### src/hw/rtl/burn_in_test_timer_core_macros.svh
// Assertion macros shared by the burn-in timer RTL.
`ifndef BURN_IN_TEST_TIMER_CORE_MACROS_SVH
`define BURN_IN_TEST_TIMER_CORE_MACROS_SVH

// Same-cycle implication, disabled during reset.
`define BITT_ASSERT_IMP(lbl, ante, cons) \
    lbl: assert property (@(posedge clk) disable iff (!rst_n) (ante) |-> (cons)) \
        else $error("burn-in timer assertion failed");

// Next-cycle implication, disabled during reset.
`define BITT_ASSERT_NXT(lbl, ante, cons) \
    lbl: assert property (@(posedge clk) disable iff (!rst_n) (ante) |=> (cons)) \
        else $error("burn-in timer assertion failed");

`endif

### src/hw/rtl/bitt_pkg.sv
// Types, constants and helpers for the burn-in test timer.
`default_nettype none

package bitt_pkg;

    localparam int PROBES  = 6;
    localparam int OK_W    = 6;
    localparam int TIME_W  = 24;
    localparam int PCT_W   = 7;
    localparam int PROD_W  = TIME_W + PCT_W;
    localparam int SUM_W   = TIME_W + 1;
    localparam int SCL_W   = PROD_W + 1;
    localparam int KIND_W  = 3;
    localparam int LEVEL_W = 2;
    localparam int CIDX_W  = 2;

    localparam logic [TIME_W-1:0] TIME_MAX = {TIME_W{1'b1}};

    // command codes
    localparam logic [KIND_W-1:0] KIND_TICK     = 3'd0;
    localparam logic [KIND_W-1:0] KIND_START    = 3'd1;
    localparam logic [KIND_W-1:0] KIND_STOP     = 3'd2;
    localparam logic [KIND_W-1:0] KIND_PAUSE    = 3'd3;
    localparam logic [KIND_W-1:0] KIND_CONTINUE = 3'd4;
    localparam logic [KIND_W-1:0] KIND_RESET    = 3'd5;

    // current level codes
    localparam logic [LEVEL_W-1:0] LEVEL_LOW = 2'd0;
    localparam logic [LEVEL_W-1:0] LEVEL_MID = 2'd1;

    // register indexes
    localparam logic [CIDX_W-1:0] REG_DUR_LOW  = 2'd0;
    localparam logic [CIDX_W-1:0] REG_DUR_MID  = 2'd1;
    localparam logic [CIDX_W-1:0] REG_DUR_HIGH = 2'd2;
    localparam logic [CIDX_W-1:0] REG_OFF_PCT  = 2'd3;

    typedef logic [PROBES-1:0] probe_vec_t;

    typedef struct packed {
        logic              is_running;
        logic              is_paused;
        logic [TIME_W-1:0] elapsed_seconds;
        logic [OK_W-1:0]   probe_health;
        logic              finished;
        logic              start_accepted;
    } result_t;

    function automatic logic [TIME_W-1:0] sat_inc(input logic [TIME_W-1:0] v);
        sat_inc = (v == TIME_MAX) ? TIME_MAX : v + TIME_W'(1);
    endfunction

endpackage

`default_nettype wire

### src/hw/rtl/bitt_out_buf.sv
// Two-entry output buffer (result register plus skid stage) for the timer.
`default_nettype none

`include "burn_in_test_timer_core_macros.svh"

module bitt_out_buf (
    input  wire logic             clk,
    input  wire logic             rst_n,
    input  wire logic             push,
    input  wire bitt_pkg::result_t push_data,
    output logic                  full,
    output logic                  out_valid,
    input  wire logic             out_stall,
    output bitt_pkg::result_t     out_data
);

    logic              main_valid_reg;
    logic              skid_valid_reg;
    bitt_pkg::result_t main_data_reg;
    bitt_pkg::result_t skid_data_reg;
    logic              take;

    assign take      = main_valid_reg && !out_stall;
    assign full      = skid_valid_reg;
    assign out_valid = main_valid_reg;
    assign out_data  = main_data_reg;

    always_ff @(posedge clk or negedge rst_n)
    begin
        if (!rst_n)
        begin
            main_valid_reg <= 1'b0;
            skid_valid_reg <= 1'b0;
        end
        else if (take)
        begin
            if (skid_valid_reg)
            begin
                skid_valid_reg <= 1'b0;
            end
            else
            begin
                main_valid_reg <= push;
            end
        end
        else if (push)
        begin
            if (main_valid_reg)
            begin
                skid_valid_reg <= 1'b1;
            end
            else
            begin
                main_valid_reg <= 1'b1;
            end
        end
    end

    always_ff @(posedge clk)
    begin
        if (take)
        begin
            if (skid_valid_reg)
            begin
                main_data_reg <= skid_data_reg;
            end
            else if (push)
            begin
                main_data_reg <= push_data;
            end
        end
        else if (push)
        begin
            if (main_valid_reg)
            begin
                skid_data_reg <= push_data;
            end
            else
            begin
                main_data_reg <= push_data;
            end
        end
    end

    `BITT_ASSERT_IMP(a_skid_behind_main, skid_valid_reg, main_valid_reg)
    `BITT_ASSERT_NXT(a_no_push_when_full, skid_valid_reg && !take, skid_valid_reg)
    `BITT_ASSERT_NXT(a_held_beat_stays, main_valid_reg && out_stall, main_valid_reg)

endmodule

`default_nettype wire

### src/hw/rtl/burn_in_test_timer_core.sv
// Burn-in test timer: command decode, tick update and probe health checks.
//
// Usage: each input beat on in_valid/in_stall carries one command (kind)
// with current_level for a start and probe_ok for a tick. Every accepted beat
// yields exactly one result beat on out_valid/out_stall giving the timer
// flags, elapsed count and probe health after that command, plus the
// finished and start_accepted pulses.
// Results go to the output register, or to the skid stage if that is stalled.
// Throughput is one beat per cycle unless stalled; the state update and
// health compare of a tick, and the duration-by-percent product of a start,
// each fit between the state registers and the result register. The user
// must write configuration (cfg_we, cfg_index, cfg_data) only while idle; the
// block does not enforce it. A write is taken on any clock with cfg_we high.
// The output side has a result register and a skid stage, so one further beat
// is accepted while a result is stalled; in_stall rises only when both hold.
// Reset clears the flags, counts and configuration and sets all health bits.
`default_nettype none

`include "burn_in_test_timer_core_macros.svh"

module burn_in_test_timer_core (
    input  wire logic                          clk,
    input  wire logic                          rst_n,
    // configuration
    input  wire logic                          cfg_we,
    input  wire logic [bitt_pkg::CIDX_W-1:0]   cfg_index,
    input  wire logic [bitt_pkg::TIME_W-1:0]   cfg_data,
    // command channel
    input  wire logic                          in_valid,
    output logic                               in_stall,
    input  wire logic [bitt_pkg::KIND_W-1:0]   kind,
    input  wire logic [bitt_pkg::LEVEL_W-1:0]  current_level,
    input  wire logic [bitt_pkg::OK_W-1:0]     probe_ok,
    // result channel
    output logic                               out_valid,
    input  wire logic                          out_stall,
    output logic                               is_running,
    output logic                               is_paused,
    output logic [bitt_pkg::TIME_W-1:0]        elapsed_seconds,
    output logic [bitt_pkg::OK_W-1:0]          probe_health,
    output logic                               finished,
    output logic                               start_accepted
);

    localparam int PROBES = bitt_pkg::PROBES;
    localparam int TIME_W = bitt_pkg::TIME_W;
    localparam int PCT_W  = bitt_pkg::PCT_W;
    localparam int PROD_W = bitt_pkg::PROD_W;
    localparam int SUM_W  = bitt_pkg::SUM_W;
    localparam int SCL_W  = bitt_pkg::SCL_W;

    // configuration registers
    logic [TIME_W-1:0] dur_low_reg;
    logic [TIME_W-1:0] dur_mid_reg;
    logic [TIME_W-1:0] dur_high_reg;
    logic [PCT_W-1:0]  off_pct_reg;

    // timer state
    logic                 running_reg,  running_next;
    logic                 paused_reg,   paused_next;
    logic [TIME_W-1:0]    duration_reg, duration_next;
    logic [TIME_W-1:0]    elapsed_reg,  elapsed_next;
    // duration * percent; the minimum on-time is this over 100
    logic [PROD_W-1:0]    min_prod_reg, min_prod_next;
    logic [TIME_W-1:0]    run_reg  [PROBES];
    logic [TIME_W-1:0]    run_next [PROBES];
    bitt_pkg::probe_vec_t health_reg, health_next;

    logic                 accept;
    logic                 buf_full;
    logic                 fin_pulse;
    logic                 start_pulse;
    logic                 tick_go;
    logic [TIME_W-1:0]    el_inc;
    logic [TIME_W-1:0]    remaining;
    logic [TIME_W-1:0]    dur_sel;
    bitt_pkg::probe_vec_t ok_vec;
    logic [TIME_W-1:0]    run_tick [PROBES];
    bitt_pkg::probe_vec_t low_on;
    bitt_pkg::result_t    res;
    bitt_pkg::result_t    out_res;

    assign in_stall = buf_full;
    assign accept   = in_valid && !buf_full;
    assign ok_vec   = bitt_pkg::probe_vec_t'(probe_ok);

    // ---------------------------------------------------------------- config
    always_ff @(posedge clk or negedge rst_n)
    begin
        if (!rst_n)
        begin
            dur_low_reg  <= '0;
            dur_mid_reg  <= '0;
            dur_high_reg <= '0;
            off_pct_reg  <= '0;
        end
        else if (cfg_we)
        begin
            unique case (cfg_index)
                bitt_pkg::REG_DUR_LOW:  dur_low_reg  <= cfg_data;
                bitt_pkg::REG_DUR_MID:  dur_mid_reg  <= cfg_data;
                bitt_pkg::REG_DUR_HIGH: dur_high_reg <= cfg_data;
                bitt_pkg::REG_OFF_PCT:  off_pct_reg  <= cfg_data[PCT_W-1:0];
                default: ;
            endcase
        end
    end

    // ----------------------------------------------------------- tick datapath
    assign tick_go   = running_reg && !paused_reg;
    assign el_inc    = bitt_pkg::sat_inc(elapsed_reg);
    assign remaining = (duration_reg > el_inc) ? duration_reg - el_inc : '0;

    // run + remaining <= floor(prod/100), saturated to 24 bits, becomes
    // 100*(run + remaining) <= prod together with run + remaining <= max.
    always_comb
    begin
        logic [SUM_W-1:0] sum;
        logic [SCL_W-1:0] sum_ext;
        logic [SCL_W-1:0] sum100;
        for (int i = 0; i < PROBES; i++)
        begin
            run_tick[i] = ok_vec[i] ? bitt_pkg::sat_inc(run_reg[i]) : run_reg[i];
            sum         = SUM_W'(run_tick[i]) + SUM_W'(remaining);
            sum_ext     = SCL_W'(sum);
            sum100      = (sum_ext << 6) + (sum_ext << 5) + (sum_ext << 2);
            low_on[i]   = (sum100 <= SCL_W'(min_prod_reg))
                          && (sum <= SUM_W'(bitt_pkg::TIME_MAX));
        end
    end

    always_comb
    begin
        if (current_level == bitt_pkg::LEVEL_LOW)
        begin
            dur_sel = dur_low_reg;
        end
        else if (current_level == bitt_pkg::LEVEL_MID)
        begin
            dur_sel = dur_mid_reg;
        end
        else
        begin
            dur_sel = dur_high_reg;
        end
    end

    // ----------------------------------------------------------- next state
    always_comb
    begin
        running_next  = running_reg;
        paused_next   = paused_reg;
        duration_next = duration_reg;
        elapsed_next  = elapsed_reg;
        min_prod_next = min_prod_reg;
        health_next   = health_reg;
        fin_pulse     = 1'b0;
        start_pulse   = 1'b0;
        for (int i = 0; i < PROBES; i++)
        begin
            run_next[i] = run_reg[i];
        end

        unique case (kind)
            bitt_pkg::KIND_TICK:
            begin
                if (tick_go)
                begin
                    elapsed_next = el_inc;
                    for (int i = 0; i < PROBES; i++)
                    begin
                        run_next[i]    = run_tick[i];
                        health_next[i] = !low_on[i] && ok_vec[i];
                    end
                    if (el_inc >= duration_reg)
                    begin
                        running_next = 1'b0;
                        fin_pulse    = 1'b1;
                    end
                end
            end
            bitt_pkg::KIND_START:
            begin
                if (!running_reg)
                begin
                    duration_next = dur_sel;
                    elapsed_next  = '0;
                    running_next  = 1'b1;
                    paused_next   = 1'b0;
                    health_next   = '1;
                    min_prod_next = PROD_W'(dur_sel) * PROD_W'(off_pct_reg);
                    start_pulse   = 1'b1;
                    for (int i = 0; i < PROBES; i++)
                    begin
                        run_next[i] = '0;
                    end
                end
            end
            bitt_pkg::KIND_STOP:
            begin
                running_next = 1'b0;
                paused_next  = 1'b0;
            end
            bitt_pkg::KIND_PAUSE:
            begin
                paused_next = 1'b1;
            end
            bitt_pkg::KIND_CONTINUE:
            begin
                paused_next = 1'b0;
            end
            bitt_pkg::KIND_RESET:
            begin
                running_next  = 1'b0;
                paused_next   = 1'b0;
                duration_next = '0;
                elapsed_next  = '0;
                for (int i = 0; i < PROBES; i++)
                begin
                    run_next[i] = '0;
                end
            end
            default: ;
        endcase
    end

    always_ff @(posedge clk or negedge rst_n)
    begin
        if (!rst_n)
        begin
            running_reg  <= 1'b0;
            paused_reg   <= 1'b0;
            duration_reg <= '0;
            elapsed_reg  <= '0;
            min_prod_reg <= '0;
            health_reg   <= '1;
            for (int i = 0; i < PROBES; i++)
            begin
                run_reg[i] <= '0;
            end
        end
        else if (accept)
        begin
            running_reg  <= running_next;
            paused_reg   <= paused_next;
            duration_reg <= duration_next;
            elapsed_reg  <= elapsed_next;
            min_prod_reg <= min_prod_next;
            health_reg   <= health_next;
            for (int i = 0; i < PROBES; i++)
            begin
                run_reg[i] <= run_next[i];
            end
        end
    end

    // ------------------------------------------------------------- result
    always_comb
    begin
        res.is_running      = running_next;
        res.is_paused       = paused_next;
        res.elapsed_seconds = elapsed_next;
        res.probe_health    = bitt_pkg::OK_W'(health_next);
        res.finished        = fin_pulse;
        res.start_accepted  = start_pulse;
    end

    bitt_out_buf u_out_buf (
        .clk       (clk),
        .rst_n     (rst_n),
        .push      (accept),
        .push_data (res),
        .full      (buf_full),
        .out_valid (out_valid),
        .out_stall (out_stall),
        .out_data  (out_res)
    );

    assign is_running      = out_res.is_running;
    assign is_paused       = out_res.is_paused;
    assign elapsed_seconds = out_res.elapsed_seconds;
    assign probe_health    = out_res.probe_health;
    assign finished        = out_res.finished;
    assign start_accepted  = out_res.start_accepted;

    `BITT_ASSERT_IMP(a_fin_stops, out_valid && finished, !is_running)
    `BITT_ASSERT_IMP(a_fin_xor_start, out_valid, !(finished && start_accepted))
    `BITT_ASSERT_IMP(a_start_clears, out_valid && start_accepted,
                     is_running && !is_paused && (elapsed_seconds == '0))
    `BITT_ASSERT_NXT(a_idle_tick_holds, accept && (kind == bitt_pkg::KIND_TICK) && !tick_go,
                     $stable(elapsed_reg) && $stable(health_reg))

endmodule

`default_nettype wire
### config.mk
export PLATFORM = sky130hd
export DESIGN_NAME = burn_in_test_timer_core
export DESIGN_NICKNAME = d
export VERILOG_FILES = /design/src/hw/rtl/bitt_pkg.sv /design/src/hw/rtl/bitt_out_buf.sv /design/src/hw/rtl/burn_in_test_timer_core.sv
export VERILOG_INCLUDE_DIRS = /design/src /design/src/hw/rtl
export SDC_FILE = /design/constraint.sdc
export NUM_CORES = 2
export LEC_CHECK = 0
export ABC_CLOCK_PERIOD_IN_PS = 12300
export BUFFER_PORTS_ARGS = -buffer_cell sky130_fd_sc_hd__buf_2
export CORE_MARGIN = 3
export CORE_UTILIZATION = 44
export CTS_BUF_LIST = sky130_fd_sc_hd__clkbuf_8
export DETAILED_ROUTE_END_ITERATION = 10
export GPL_ROUTABILITY_DRIVEN = 0
export PLACE_DENSITY_LB_ADDON = 0.3
export SLEW_MARGIN = 20
export SYNTH_ARGS = -nofsm -noshare
export SYNTH_HDL_FRONTEND = slang
export SYNTH_SLANG_ARGS = --single-unit
### constraint.sdc
create_clock -name clk -period 12.3 [get_ports clk]
set_clock_uncertainty 0.1 [all_clocks]
set_input_delay 3.075 -clock clk [delete_from_list [all_inputs] [get_ports clk]]
set_output_delay 3.075 -clock clk [all_outputs]
set_load 0.03 [all_outputs]
==> flow_metrics.py <==
metrics = {
    "drt": {
        "drt_iter0_markers": 4585,
        "via_per_inst": 6.03,
        "totalWireLength_mm": 167,
        "final_antenna_net_count": 0,
        "routedWlPerCell_um": 22.0,
        "dr.pass1.iters": 6,
        "drc_errors": 0,
        "num_vias": 45910,
    },
    "clock_tree": {
        "clkSinkCount": 380,
        "cts_buffers": 75,
        "cts.path.max_buffers": 3,
        "clkLatencyLatePin_ns": 0.79,
        "cts.clk_slew.worst_paths_ns": 0.06,
        "htreeDepth": 3,
        "clockRootBuffer": "clkbuf_8",
        "cts_tree": "done",
    },
    "synthesis": {
        "yosysSeqAreaShare": 0.197,
        "syn_area_per_cell_um2": 8.40,
        "syn_area_um2": 49900,
        "postSynthCellCount": 5943,
        "async_reset_ff_frac": 0.821,
        "synth.largest_area_cell": "ha_1",
        "yosysMostFrequentCell": "ha_1",
        "syn_nets": 6812,
        "synth_ff_type": "dfrtp_1",
        "yosysWarnings": 0,
        "synth.top_cell.area_share": 0.165,
        "synth_area_leaders": "ha_1 (16%), dfrtp_1 (15%), fa_1 (6.8%)",
        "synthTopCellsByCount": "ha_1 (657), nand2_1 (613), inv_1 (456)",
        "ys_ff_latch": 380,
        "ys_types": 126,
        "synth_edf_count": 68,
    },
    "floorplan": {
        "initial_core_util": 0.447,
        "core_area_um2": 112000,
        "io_pins": 78,
        "fp.dieW_um": 343,
        "die_area_um2": 118000,
        "num_rows": 122,
        "die_h_um": 343,
    },
    "global_route": {
        "grt_max_degree": 80,
        "grt_util_all_layers": 0.276,
        "antenna_found_initial": 5,
        "grt_overflow": 0,
        "grt_first_pass_wirelength_mm": 255,
        "grt_pass1_vias": 43931,
    },
    "setup_path": {
        "ff2ff_path_depth": 50,
        "crit_fanout": 11,
        "slowest_delay_ns": 1.00,
        "cp-start-kind": "register",
        "startpoint": "elapsed_reg[0]$_DFFE_PN0P_",
        "crit_path_end_kind": "register",
        "r2r-start": "elapsed_reg[0]$_DFFE_PN0P_",
        "crit_arrival_ns": 12.12,
        "critPathRequiredTime_ns": 12.65,
        "critPathKind": "reg -> reg",
        "slowest_stage": "o21ai_1",
    },
    "placement": {
        "post-dp-hpwl_mm": 127,
        "io_buffers": 77,
        "placed_area_um2": 52600,
        "dp_cells": 7460,
    },
    "final_layout": {
        "syn_to_final_growth_pct": 9.07,
        "largest_reg_flops": 144,
        "instances_no_fill": 7608,
        "seq_area_um2": 9860,
        "nets": 6926,
        "nFillCells": 10733,
        "final_util": 0.488,
        "stdcell_area_um2": 54500,
        "multi_input_area_um2": 37800,
        "layout-drive-gt1-share": 0.102,
    },
    "timing": {
        "max_freq_ghz": 0.0850,
        "fin_crit_ns": 11.77,
        "relSlewSlack": 0.173,
        "timing.final.max_slew_violations": 0,
        "hold_viol": 0,
        "period_share": 0.957,
        "worst_pin_slew_ns": 1.23,
        "hold-worst-slack_ns": 0.377,
        "setup_viol": 0,
    },
    "run_status": {
        "status": "complete, no violations",
    },
    "run": {
        "maxCapViolCount": 0,
    },
    "worst_hold_path": {
        "min_from": "min_prod_reg[30]$_DFFE_PN0P_",
        "hold_depth": 2,
        "hold_path.class": "reg -> reg",
    },
}
[layout make-up]
type	instances	share of cell area
Clock inverter	54	0.00770
Tap cell	1488	0.0342
Antenna cell	5	0.000230
Inverter	460	0.0317
Sequential cell	380	0.181
Multi-Input combinational cell	4898	0.694
Timing Repair Buffer	242	0.0307
Clock buffer	81	0.0205
[path summary, 6_finish.rpt]
kind,slack (ns),end
min reg2reg,0.38,min_prod_reg[30]$_DFFE_PN0P_
max reg2reg,0.53,u_out_buf.out_data[7]$_DFFE_PP_
max in group asynchronous,7.69,dur_low_reg[16]$_DFFE_PN0P_
min,0.38,min_prod_reg[30]$_DFFE_PN0P_
max,0.53,u_out_buf.out_data[7]$_DFFE_PP_
min in group asynchronous,2.12,run_reg[88]$_DFFE_PN0P_
[metrics by stage]
step	setup slack [ns]	TNS, ns
2_1_floorplan	0.799	0
3_3_place_gp	-0.0950	-0.118
3_5_place_dp	-0.350	-0.808
4_1_cts	0.250	0
5_1_grt	-0.0177	-0.0337
6_report	0.529	0
[critical path, delay by kind of cell, from the launching register on]
kind                       cells  cell delay, ns
and+or+nand+nor               18            3.22
DFF                            1            0.40
adders and majority gates      5            1.45
xor gates and xnor gates       2            0.31
buffers and inverters          5            0.69
AOI/OAI and AO/OA             20            5.28
[cell families (layout without fill, tap and decap cells)]
family,count (synthesis),count (layout),share of synthesized area
flip-flops,380,380,0.197
adder cells (fa/ha/maj),843,843,0.236
buffers and inverters,665,837,0.0521
XOR/XNOR,546,546,0.0971
AND/OR/NAND/NOR,1881,1881,0.186
AO/OA/AOI/OAI,1510,1510,0.206
other,0,5,0
multiplexers,118,118,0.0258
[timing repair]
item                       4_1_cts  5_1_grt
buffers inserted                 0        7
hold buffers                     0        0
gates resized for setup          0       63
setup endpoints to repair        0       18
[metal layers]
layer / vias up / global-route usage / share of wire
li1: 21513 / - / -
met1: 22130 / 0.370 / 0.42
met2: 1869 / 0.422 / 0.43
met3: 394 / 0.0586 / 0.091
met4: 4 / 0.138 / 0.057
met5: - / 0 / 0.00016
[cells in the final DEF, fill, tap and decap left out, types with 166 or more instances in the layout]
cell type and count:
a21oi_1 351, xor2_1 199, dfrtp_1 306, a21o_1 166, o21ai_0 263, fa_1 169
ha_1 654, nor2_1 363, nand2_1 612, xnor2_1 334, nand3_1 185, inv_1 490
Power is left out: the tool's default activity adds up to more than one toggle a clock period on the data nets, which glitch-free logic cannot reach.
